`config.mk`:
```
export PLATFORM = sky130hd
export DESIGN_NAME = pumlvp_ram
export DESIGN_NICKNAME = d
export VERILOG_FILES = /design/src/hdl/pumlvp_ram.sv
export SDC_FILE = /design/constraint.sdc
export NUM_CORES = 1
export LEC_CHECK = 0
export BUFFER_PORTS_ARGS = -buffer_cell sky130_fd_sc_hd__buf_4
export CAP_MARGIN = 15
export CORE_MARGIN = 2
export CORE_UTILIZATION = 52
export DETAILED_ROUTE_END_ITERATION = 8
export GPL_ROUTABILITY_DRIVEN = 0
export PLACE_DENSITY = 0.88
export SETUP_SLACK_MARGIN = 0.02
export SLEW_MARGIN = 0
export SYNTH_ARGS = -nofsm -noshare
export SYNTH_HDL_FRONTEND = slang
export SYNTH_SLANG_ARGS = --single-unit
```
`constraint.sdc`:
```
create_clock -name clk -period 1.8 [get_ports clk]
set_input_delay 0 -clock clk [delete_from_list [all_inputs] [get_ports clk]]
set_output_delay 0 -clock clk [all_outputs]
set_load 0.05 [all_outputs]
```
`src/hdl/pumlvp_ram.sv`:
```
// Generic single-clock RAM with one write port and one registered read port.
module pumlvp_ram #(
    parameter int WIDTH = 8,
    parameter int DEPTH = 2
) (
    input  logic                     clk,
    input  logic                     we,
    input  logic [$clog2(DEPTH)-1:0] waddr,
    input  logic [WIDTH-1:0]         wdata,
    input  logic [$clog2(DEPTH)-1:0] raddr,
    output logic [WIDTH-1:0]         rdata
);

    logic [WIDTH-1:0] mem [DEPTH];

    always_ff @(posedge clk)
    begin
        if (we)
        begin
            mem[waddr] <= wdata;
        end
        rdata <= mem[raddr];
    end

endmodule
```
==> flow_metrics.py, run 1 <==
metrics = {
    "grt": {
        "grt_pass1_wl_um": 1410,
        "antenna_found_initial": 0,
        "grt_overflow_total": 0,
        "track_usage_pct": 11.6,
        "grt_max_degree": 13,
        "grt_pass1_vias": 335,
    },
    "setup_path": {
        "crit_fanout": 1,
        "r2r-end": "rdata[3]",
        "setup.worst_path.end": "rdata[0]",
        "crit_slowest_cell": "dfxtp_1",
        "crit_cells": 1,
        "cp_top_family": "flip-flops",
        "crit_arrival_ns": 0.81,
        "critPathLaunch": "rdata[0]",
        "worstPathCellList": "buf_4",
        "critPathLaunchType": "flip-flop",
        "critical_path_required_ns": 1.80,
        "worstSetupEndpointType": "output pin",
        "max_stage_delay_ns": 0.32,
        "setup.worst_path.class": "flip-flop to output pin",
        "crit_buf_inv": 1,
        "reg2reg_setup_slack_ns": 1.04,
        "r2r_start": "mem[0][3]",
        "worst-r2r-cell-count": 1,
    },
    "floorplan": {
        "core_area_mm2": 0.00145,
        "ioPinCount": 20,
        "die_area_mm2": 0.00184,
        "die_w_um": 42.8,
        "rows": 14,
        "start_util_pct": 54.0,
        "die_h_um": 42.8,
    },
    "final_layout": {
        "fin_util_pct": 71.4,
        "n_antenna_cell": 0,
        "areaGrowthSynthToFinish_pct": 32.4,
        "drive_above_1_share_pct": 46.9,
        "final_common_cell": "buf_4",
        "nets": 78,
        "layout_common_cells": "buf_4 (19), edfxtp_1 (16), mux2_4 (8), dlygate4sd3_1 (8), dfxtp_1 (8)",
    },
    "sta": {
        "slew_headroom_pct": 54.4,
        "finalCriticalPeriod_ns": 0.808,
        "fmax_mhz": 1240,
        "hold_violations": 0,
        "setup_viol": 0,
        "worstMarginPinSlew_ns": 0.683,
        "skew_ns": 0.000912,
        "period_share_pct": 44.9,
        "rsz0062_at_grt": "no",
        "slew_violations": 0,
        "setup-tns-final_ns": 0,
    },
    "placed_design": {
        "portBuffers": 19,
    },
    "routing": {
        "vias_per_cell": 4.80,
        "drtAntennaViolNets": 0,
        "post_drt_wl_per_cell_um": 12.6,
        "dr.pass1.iters": 4,
        "vias": 384,
        "drtIter0Drc": 6,
        "wl_um": 1010,
        "drc": 0,
    },
    "pwr": {
        "leakagePower_nw": 0.427,
        "ir_drop_v": 0.000711,
        "pwr_density_cell_mw_per_mm2": 977,
    },
    "clocking": {
        "clk_latency_ns": 0.30,
        "cts_buffers": 3,
        "cts_max_path_buffers": 2,
        "cts_tree": "done",
        "clk_pin_slew_worst_paths_ns": 0.11,
        "cts_max_level": 1,
        "cts_setup_buffers": 0,
        "root_buffer": "clkbuf_4",
        "cts-resized-gates": 0,
        "cts_sinks": 24,
    },
    "hold_path": {
        "hold_class": "primary input to flip-flop",
    },
    "job": {
        "cap_viol_max_count": 0,
    },
    "outcome": {
        "status": "finished clean",
    },
    "synth": {
        "avgSynthCellArea_um2": 22.4,
        "synth_nets": 47,
        "ys_types": 6,
        "mappedNetlistArea_um2": 785,
        "ys_seq_area_share_pct": 81.7,
        "ys_ff_latch": 24,
        "syn_inst": 35,
        "synth_warnings": 0,
    },
}
stage by stage:
stage | setup WS (ns) | instance area (µm²) | hold WS (ns) | std cells | power, mW
after detailed placement | 0.727 | 936 | 0.189 | 69 | 0.800
after global routing | 0.950 | 1040 | 0.0483 | 80 | 1.05
after floorplan | 1.01 | 785 | 0.0989 | 35 | 0.749
after CTS | 0.982 | 1040 | 0.0585 | 80 | 1.02
after global placement | 0.843 | 936 | 0.186 | 69 | 0.796
final | 0.992 | 1040 | 0.0567 | 80 | 1.01
final cells by class:
type	count	area (µm²)
tap	16	20.0
fill	90	415
sequential	24	641
clock buffer	3	22.5
multi-input combinational	10	133
timing repair buffer	27	223
worst min-delay path by stage:
| stage | startpoint | to | slack (ns) | depth (start not counted) |
|---|---|---|---|---|
| 5_1_grt | raddr | rdata[0] | 0.05 | 2 |
| 4_1_cts | raddr | rdata[4] | 0.06 | 2 |
| 2_1_floorplan | wdata[0] | mem[0][0] | 0.1 | 0 |
| 3_5_place_dp | wdata[6] | mem[0][6] | 0.19 | 1 |
| 3_3_place_gp | wdata[3] | mem[1][3] | 0.19 | 1 |
| 6_report | raddr | rdata[0] | 0.06 | 2 |
layer usage:
metal / vias up / track usage (%) / routed length, µm
li1: 190 / - / -
met5: - / 0 / 0
met4: 0 / 11.3 / 35
met2: 16 / 19.7 / 488
met1: 174 / 11.0 / 411
met3: 4 / 2.98 / 76
registers in the layout, summed over array words and instances, names as in the netlist:
| register | flops |
|---|---|
| mem | 16 |
| rdata | 8 |
cells by family (layout without fill, tap and decap cells):
family	after synthesis	in the layout	synth area share, %
buffers and inverters	1	30	1.44
multiplexers	8	8	15.3
flip-flops	24	24	81.7
AND/OR/NAND/NOR	2	2	1.60
synthesized netlist by cell type:
cell type,count,area share [%]
buf_6,1,1.4
nor2b_1,1,0.80
mux2_4,8,15
dfxtp_1,8,20
edfxtp_1,16,61
and2_1,1,0.80
power breakdown:
| part | switching (mW) | internal (mW) | leakage [nW] |
|---|---|---|---|
| Sequential | 0.00997 | 0.631 | 0.218 |
| Clock | 0.137 | 0.0780 | 0.0138 |
| Combinational | 0.0866 | 0.0718 | 0.195 |
| Total | 0.233 | 0.781 | 0.427 |
timing repair:
item                                   in CTS  in global routing
endpoints found under the hold margin      16                  0
hold buffers                                8                  0
setup endpoints to repair                   0                  0
Note: power is estimated with default switching activity, not from simulation.
==> inputs of run 2 (changes only) <==
Settings changed: CORE_UTILIZATION 52 to 48, PLACE_DENSITY 0.88 to 0.83.
Clock period 1.8 ns to 0.8 ns, I/O delays scaled along.
==> run 2 against run 1 <==
Net effect: the flow now finishes with violations (setup timing); power rose by 130%; first-iteration DRC count fell by 67%; sequential cell count did not move; combinational power rose by 150%; critical path depth did not move; core utilization rose by 0.74 points; wire length fell by 0.30%; critical endpoint is now rdata[3].
==> flow_metrics.py, run 2 (synthesis gave the netlist of run 1 again) <==
metrics = {
    "setup_path": {
        "critPathLaunchType": "flip-flop",
        "reg2reg_setup_slack_ns": 0.03,
        "crit_buf_inv": 1,
        "crit_arrival_ns": 0.81,
        "setup.worst_path.class": "flip-flop to output pin",
        "worst-r2r-cell-count": 1,
        "worstSetupEndpointType": "output pin",
        "worstPathCellList": "buf_8",
        "crit_slowest_cell": "dfxtp_2",
        "crit_cells": 1,
        "cp_top_family": "flip-flops",
        "critical_path_required_ns": 0.80,
        "crit_fanout": 1,
        "max_stage_delay_ns": 0.36,
    },
    "final_layout": {
        "areaGrowthSynthToFinish_pct": 40.2,
        "nets": 79,
        "final_common_cell": "edfxtp_1",
        "fin_util_pct": 72.2,
        "reg_top3": "mem (16), rdata (8)",
        "n_antenna_cell": 0,
        "top_register": "mem",
        "largest_reg_flops": 16,
        "layout_common_cells": "edfxtp_1 (16), buf_4 (12), mux2_4 (8), dlygate4sd3_1 (8), dfxtp_2 (8)",
        "drive_above_1_share_pct": 60.6,
        "design_area_mm2": 0.00110,
        "nFillCells": 90,
    },
    "routing": {
        "vias": 396,
        "wl_um": 1010,
        "drtAntennaViolNets": 0,
        "post_drt_wl_per_cell_um": 12.3,
        "vias_per_cell": 4.83,
        "dr.pass1.iters": 2,
        "drc": 0,
        "drtIter0Drc": 2,
    },
    "sta": {
        "worstMarginPinSlew_ns": 0.363,
        "hold_violations": 0,
        "layout_setup_ws_ns": -0.0110,
        "finalCriticalPeriod_ns": 0.811,
        "period_share_pct": 101,
        "setup_viol": 5,
        "holdWs_ns": 0.0446,
        "slew_violations": 0,
        "fmax_mhz": 1230,
        "rsz0062_at_grt": "yes",
        "skew_ns": 0.00634,
        "slew_headroom_pct": 75.8,
        "setup-tns-final_ns": -0.0270,
    },
    "pwr": {
        "leakagePower_nw": 0.447,
        "ir_drop_v": 0.00137,
        "pwr_density_cell_mw_per_mm2": 2160,
    },
    "grt": {
        "grt_overflow_total": 0,
        "grt_pass1_wl_um": 1640,
        "antenna_found_initial": 0,
        "grt_pass1_vias": 390,
        "grt_max_degree": 14,
        "track_usage_pct": 12.9,
    },
    "clocking": {
        "cts_sinks": 24,
        "clk_latency_ns": 0.31,
        "cts_tree": "done",
        "root_buffer": "clkbuf_4",
        "clk_pin_slew_worst_paths_ns": 0.12,
        "cts_max_level": 1,
        "cts_buffers": 3,
        "cts_max_path_buffers": 2,
    },
    "hold_path": {
        "min_path_cells": 2,
        "hold_class": "primary input to flip-flop",
    },
    "floorplan": {
        "die_h_um": 44.4,
        "ioPinCount": 20,
        "die_w_um": 44.4,
        "start_util_pct": 51.5,
        "core_area_mm2": 0.00152,
        "rows": 14,
        "die_area_mm2": 0.00197,
    },
    "placed_design": {
        "place_area_um2": 946,
        "portBuffers": 19,
    },
    "job": {
        "cap_viol_max_count": 0,
    },
    "outcome": {
        "status": "finished, violations left",
        "violations": "setup timing",
    },
}
run 2: per-stage QoR:
stage | power, mW | setup WS, ns | instances
after floorplan | 1.69 | 0.0888 | 35
after detailed placement | 1.81 | 0.0117 | 70
after global routing | 2.45 | -0.0386 | 82
after global placement | 1.80 | 0.0245 | 70
final | 2.37 | -0.0110 | 82
after CTS | 2.38 | -0.0137 | 82
run 2: power by group:
part           total [mW]  internal, mW  switching (mW)
combinational       0.390         0.196           0.195
sequential           1.46          1.43          0.0340
clock               0.522         0.183           0.340
total                2.37          1.81           0.568
run 2: area by class of cell:
class,count,area (µm²),area share [%]
clock buffer,3,22.5,2.05
clock inverter,1,3.75,0.341
multi-input combinational,10,135,12.3
sequential,24,651,59.2
tap,16,20.0,1.82
timing repair buffer,28,268,24.3
run 2: what timing repair did:
action / CTS / global route
hold endpoints to repair: 16 / 0
setup endpoints to repair: 9 / 10
buffers inserted: 0 / 0
gates resized for setup: 18 / 0
hold buffers: 8 / 0
run 2: per-layer routing:
layer	wire length, µm	part of all wire (%)	track usage [%]	vias up
li1	-	-	-	190
met1	379	38	12.4	183
met2	544	54	22.4	19
met3	56	5.6	3.67	4
met4	28	2.8	10.9	0
met5	0	0	0	-
run 2: worst paths after layout:
| path | startpoint | endpoint |
|---|---|---|
| worst max-delay path | rdata[3] | rdata[3] |
| worst min-delay path | raddr | rdata[6] |
| worst max register to register | mem[0][2] | rdata[2] |
| worst min register to register | mem[1][3] | rdata[3] |
==> inputs of run 3 (changes only) <==
Settings changed: ABC_AREA from default to 1, PLACE_DENSITY 0.83 to 0.84.
==> run 3 against run 2 <==
Net effect: the run still ends with setup timing left; critical path depth is the same; first-iteration DRC count increased to 3.5 times the previous value; sequential cell count unchanged; critical path type unchanged; highest routed layer unchanged.
==> flow_metrics.py, run 3 <==
metrics = {
    "outcome": {
        "status": "finished, violations left",
        "violations": "setup timing",
    },
    "clocking": {
        "cts_buffers": 3,
        "cts_sinks": 24,
        "cts_setup_buffers": 0,
        "cts_max_path_buffers": 2,
        "cts_tree": "done",
        "cts_max_level": 1,
        "clk_latency_ns": 0.31,
        "root_buffer": "clkbuf_4",
        "clk_pin_slew_worst_paths_ns": 0.13,
    },
    "routing": {
        "vias": 469,
        "drc": 0,
        "drtAntennaViolNets": 0,
        "post_drt_wl_per_cell_um": 11.5,
        "wl_um": 1170,
        "vias_per_cell": 4.60,
        "drtIter0Drc": 7,
        "dr.pass1.iters": 4,
    },
    "synth": {
        "synth.area.mux_share_pct": 0,
        "mappedNetlistArea_um2": 761,
        "synth_common_cells": "nand2_1 (25), edfxtp_1 (16), dfxtp_1 (8), inv_1 (2)",
        "ys_ff_latch": 24,
        "synth_compound_area_share_pct": 0,
        "synthFlopType": "edfxtp_1",
        "synth_top_family_by_area": "simple AND/OR/NAND/NOR gates",
        "synthArstFlopShare_pct": 0,
        "ys_types": 7,
        "synthSimpleGateAreaFrac_pct": 12.8,
        "yosysTopAreaCellShare_pct": 63.2,
        "avgSynthCellArea_um2": 14.1,
        "yosysMostFrequentCell": "nand2_1",
        "synth_xor_area_share_pct": 0,
        "synth.area.top_cells": "edfxtp_1 (63%), dfxtp_1 (21%), nand2_1 (12%)",
        "synthAdderAreaFrac_pct": 0,
        "yosysTopAreaCell": "edfxtp_1",
        "synth_warnings": 0,
        "synth_edf_count": 16,
        "synth_nets": 66,
        "ys_seq_area_share_pct": 84.2,
        "syn_inst": 54,
    },
    "pwr": {
        "p_seq_share_pct": 54.4,
        "switching_share_pct": 21.4,
        "pwr_density_cell_mw_per_mm2": 2370,
        "leakagePower_nw": 0.493,
        "intPower_mw": 2.11,
        "power_frac_clock_pct": 31.2,
        "comb_power_share_pct": 14.4,
        "ir_drop_v": 0.00155,
        "power_switching_uw": 576,
        "power_mw": 2.69,
    },
    "grt": {
        "grt_overflow_total": 0,
        "grt_pass1_vias": 475,
        "track_usage_pct": 15.2,
        "grt_max_degree": 15,
        "grt_pass1_wl_um": 1920,
        "antenna_found_initial": 0,
    },
    "final_layout": {
        "layout_common_cells": "nand2_1 (25), edfxtp_1 (16), buf_4 (12)",
        "reg_top3": "mem (16), rdata (8)",
        "final_common_cell": "nand2_1",
        "n_antenna_cell": 0,
        "top_register": "mem",
        "drive_above_1_share_pct": 38.4,
        "areaGrowthSynthToFinish_pct": 48.8,
        "largest_reg_flops": 16,
        "nets": 99,
        "design_area_mm2": 0.00113,
    },
    "setup_path": {
        "critPathLaunchType": "flip-flop",
        "crit_arrival_ns": 0.81,
        "crit_slowest_cell": "dfxtp_2",
        "critical_path_required_ns": 0.80,
        "max_stage_delay_ns": 0.36,
        "cp_top_family": "flip-flops",
        "crit_fanout": 1,
        "setup.worst_path.class": "flip-flop to output pin",
        "crit_buf_inv": 1,
        "worstSetupEndpointType": "output pin",
        "worstPathCellList": "buf_8",
    },
    "floorplan": {
        "die_h_um": 43.8,
        "start_util_pct": 51.1,
        "ioPinCount": 20,
        "die_w_um": 43.8,
        "die_area_mm2": 0.00192,
        "core_area_mm2": 0.00149,
        "rows": 14,
    },
    "sta": {
        "setup_viol": 3,
        "slew_headroom_pct": 79.4,
        "finalCriticalPeriod_ns": 0.809,
        "holdWs_ns": 0.140,
        "hold_violations": 0,
        "rsz0062_at_grt": "yes",
        "slew_violations": 0,
        "fmax_mhz": 1240,
        "skew_ns": 0.0110,
        "layout_setup_ws_ns": -0.00935,
        "period_share_pct": 101,
        "worstMarginPinSlew_ns": 0.309,
    },
    "placed_design": {
        "dp_hpwl_um": 725,
        "place_area_um2": 920,
        "portBuffers": 19,
    },
    "job": {
        "cap_viol_max_count": 0,
    },
    "hold_path": {
        "hold_class": "primary input to flip-flop",
    },
}
## run 3: cell count changes in the layout (fill, tap and decap cells not counted), sizes merged
cell	previous run	this run
mux2	8	0
clkinv	1	0
and2	1	0
bufinv	0	1
inv	0	3
dlygate4sd3	8	9
nand2	0	25
nor2b	1	0
nor2	0	1
## run 3: power by group through the flow
stage / clock network [mW] / logic, mW / registers (mW)
4_1_cts: 0.841 / 0.387 / 1.46
5_1_grt: 0.890 / 0.409 / 1.47
3_5_place_dp: 0 / 0.302 / 1.47
3_3_place_gp: 0 / 0.296 / 1.47
6_report: 0.838 / 0.386 / 1.46
2_1_floorplan: 0 / 0.0573 / 1.59
## run 3: what timing repair did
action / CTS / global route
gates resized for setup: 24 / 0
endpoints found under the setup margin: 8 / 8
gates cloned: 0 / 0
hold buffers: 9 / 0
hold endpoints to repair: 24 / 0
## run 3: path summary, 6_finish.rpt
path,start,to,slack [ns],cells after the start
max,rdata[6],rdata[6],-0.009,1
min,waddr,mem[0][1],0.14,3
max reg2reg,mem[0][3],rdata[3],0.18,2
min reg2reg,mem[0][5],rdata[5],0.44,2
## run 3: kinds of logic (layout without fill, tap and decap cells)
kind of cell / Yosys count / after routing
buf+inv: 4 / 36
flops: 24 / 24
simple gates: 26 / 26
## run 3: final cells by class
cell class	instances	area, µm²
Timing Repair Buffer	29	300
Fill cell	91	357
Clock buffer	3	22.5
Inverter	3	11.3
Multi-Input combinational cell	26	97.6
Tap cell	16	20.0
Sequential cell	24	651
Clock inverter	1	30.0
## run 3: metrics by stage
step                      instances  util, %  setup TNS (ns)  worst slack, ns
after floorplan                  54        -               0           0.0401
after CTS                       102     76.1         -0.0156         -0.00949
final                           102     76.1         -0.0179         -0.00935
after detailed placement         89     61.8               0           0.0934
after global placement           89     61.8               0            0.102
after global routing            102     76.1          -0.184          -0.0307
## run 3: worst register-to-register path, stage by stage (launching register included)
cell	delay (ns)
edfxtp_1	0.40
nand2_1	0.08
nand2_1	0.05
## run 3: routing by layer
metal | share of wire (%) | vias up | track usage [%]
met1 | 35 | 208 | 15.1
li1 | - | 238 | -
met4 | 2.4 | 0 | 9.09
met5 | 0 | - | 0
met3 | 6.0 | 4 | 2.50
met2 | 56 | 19 | 28.8
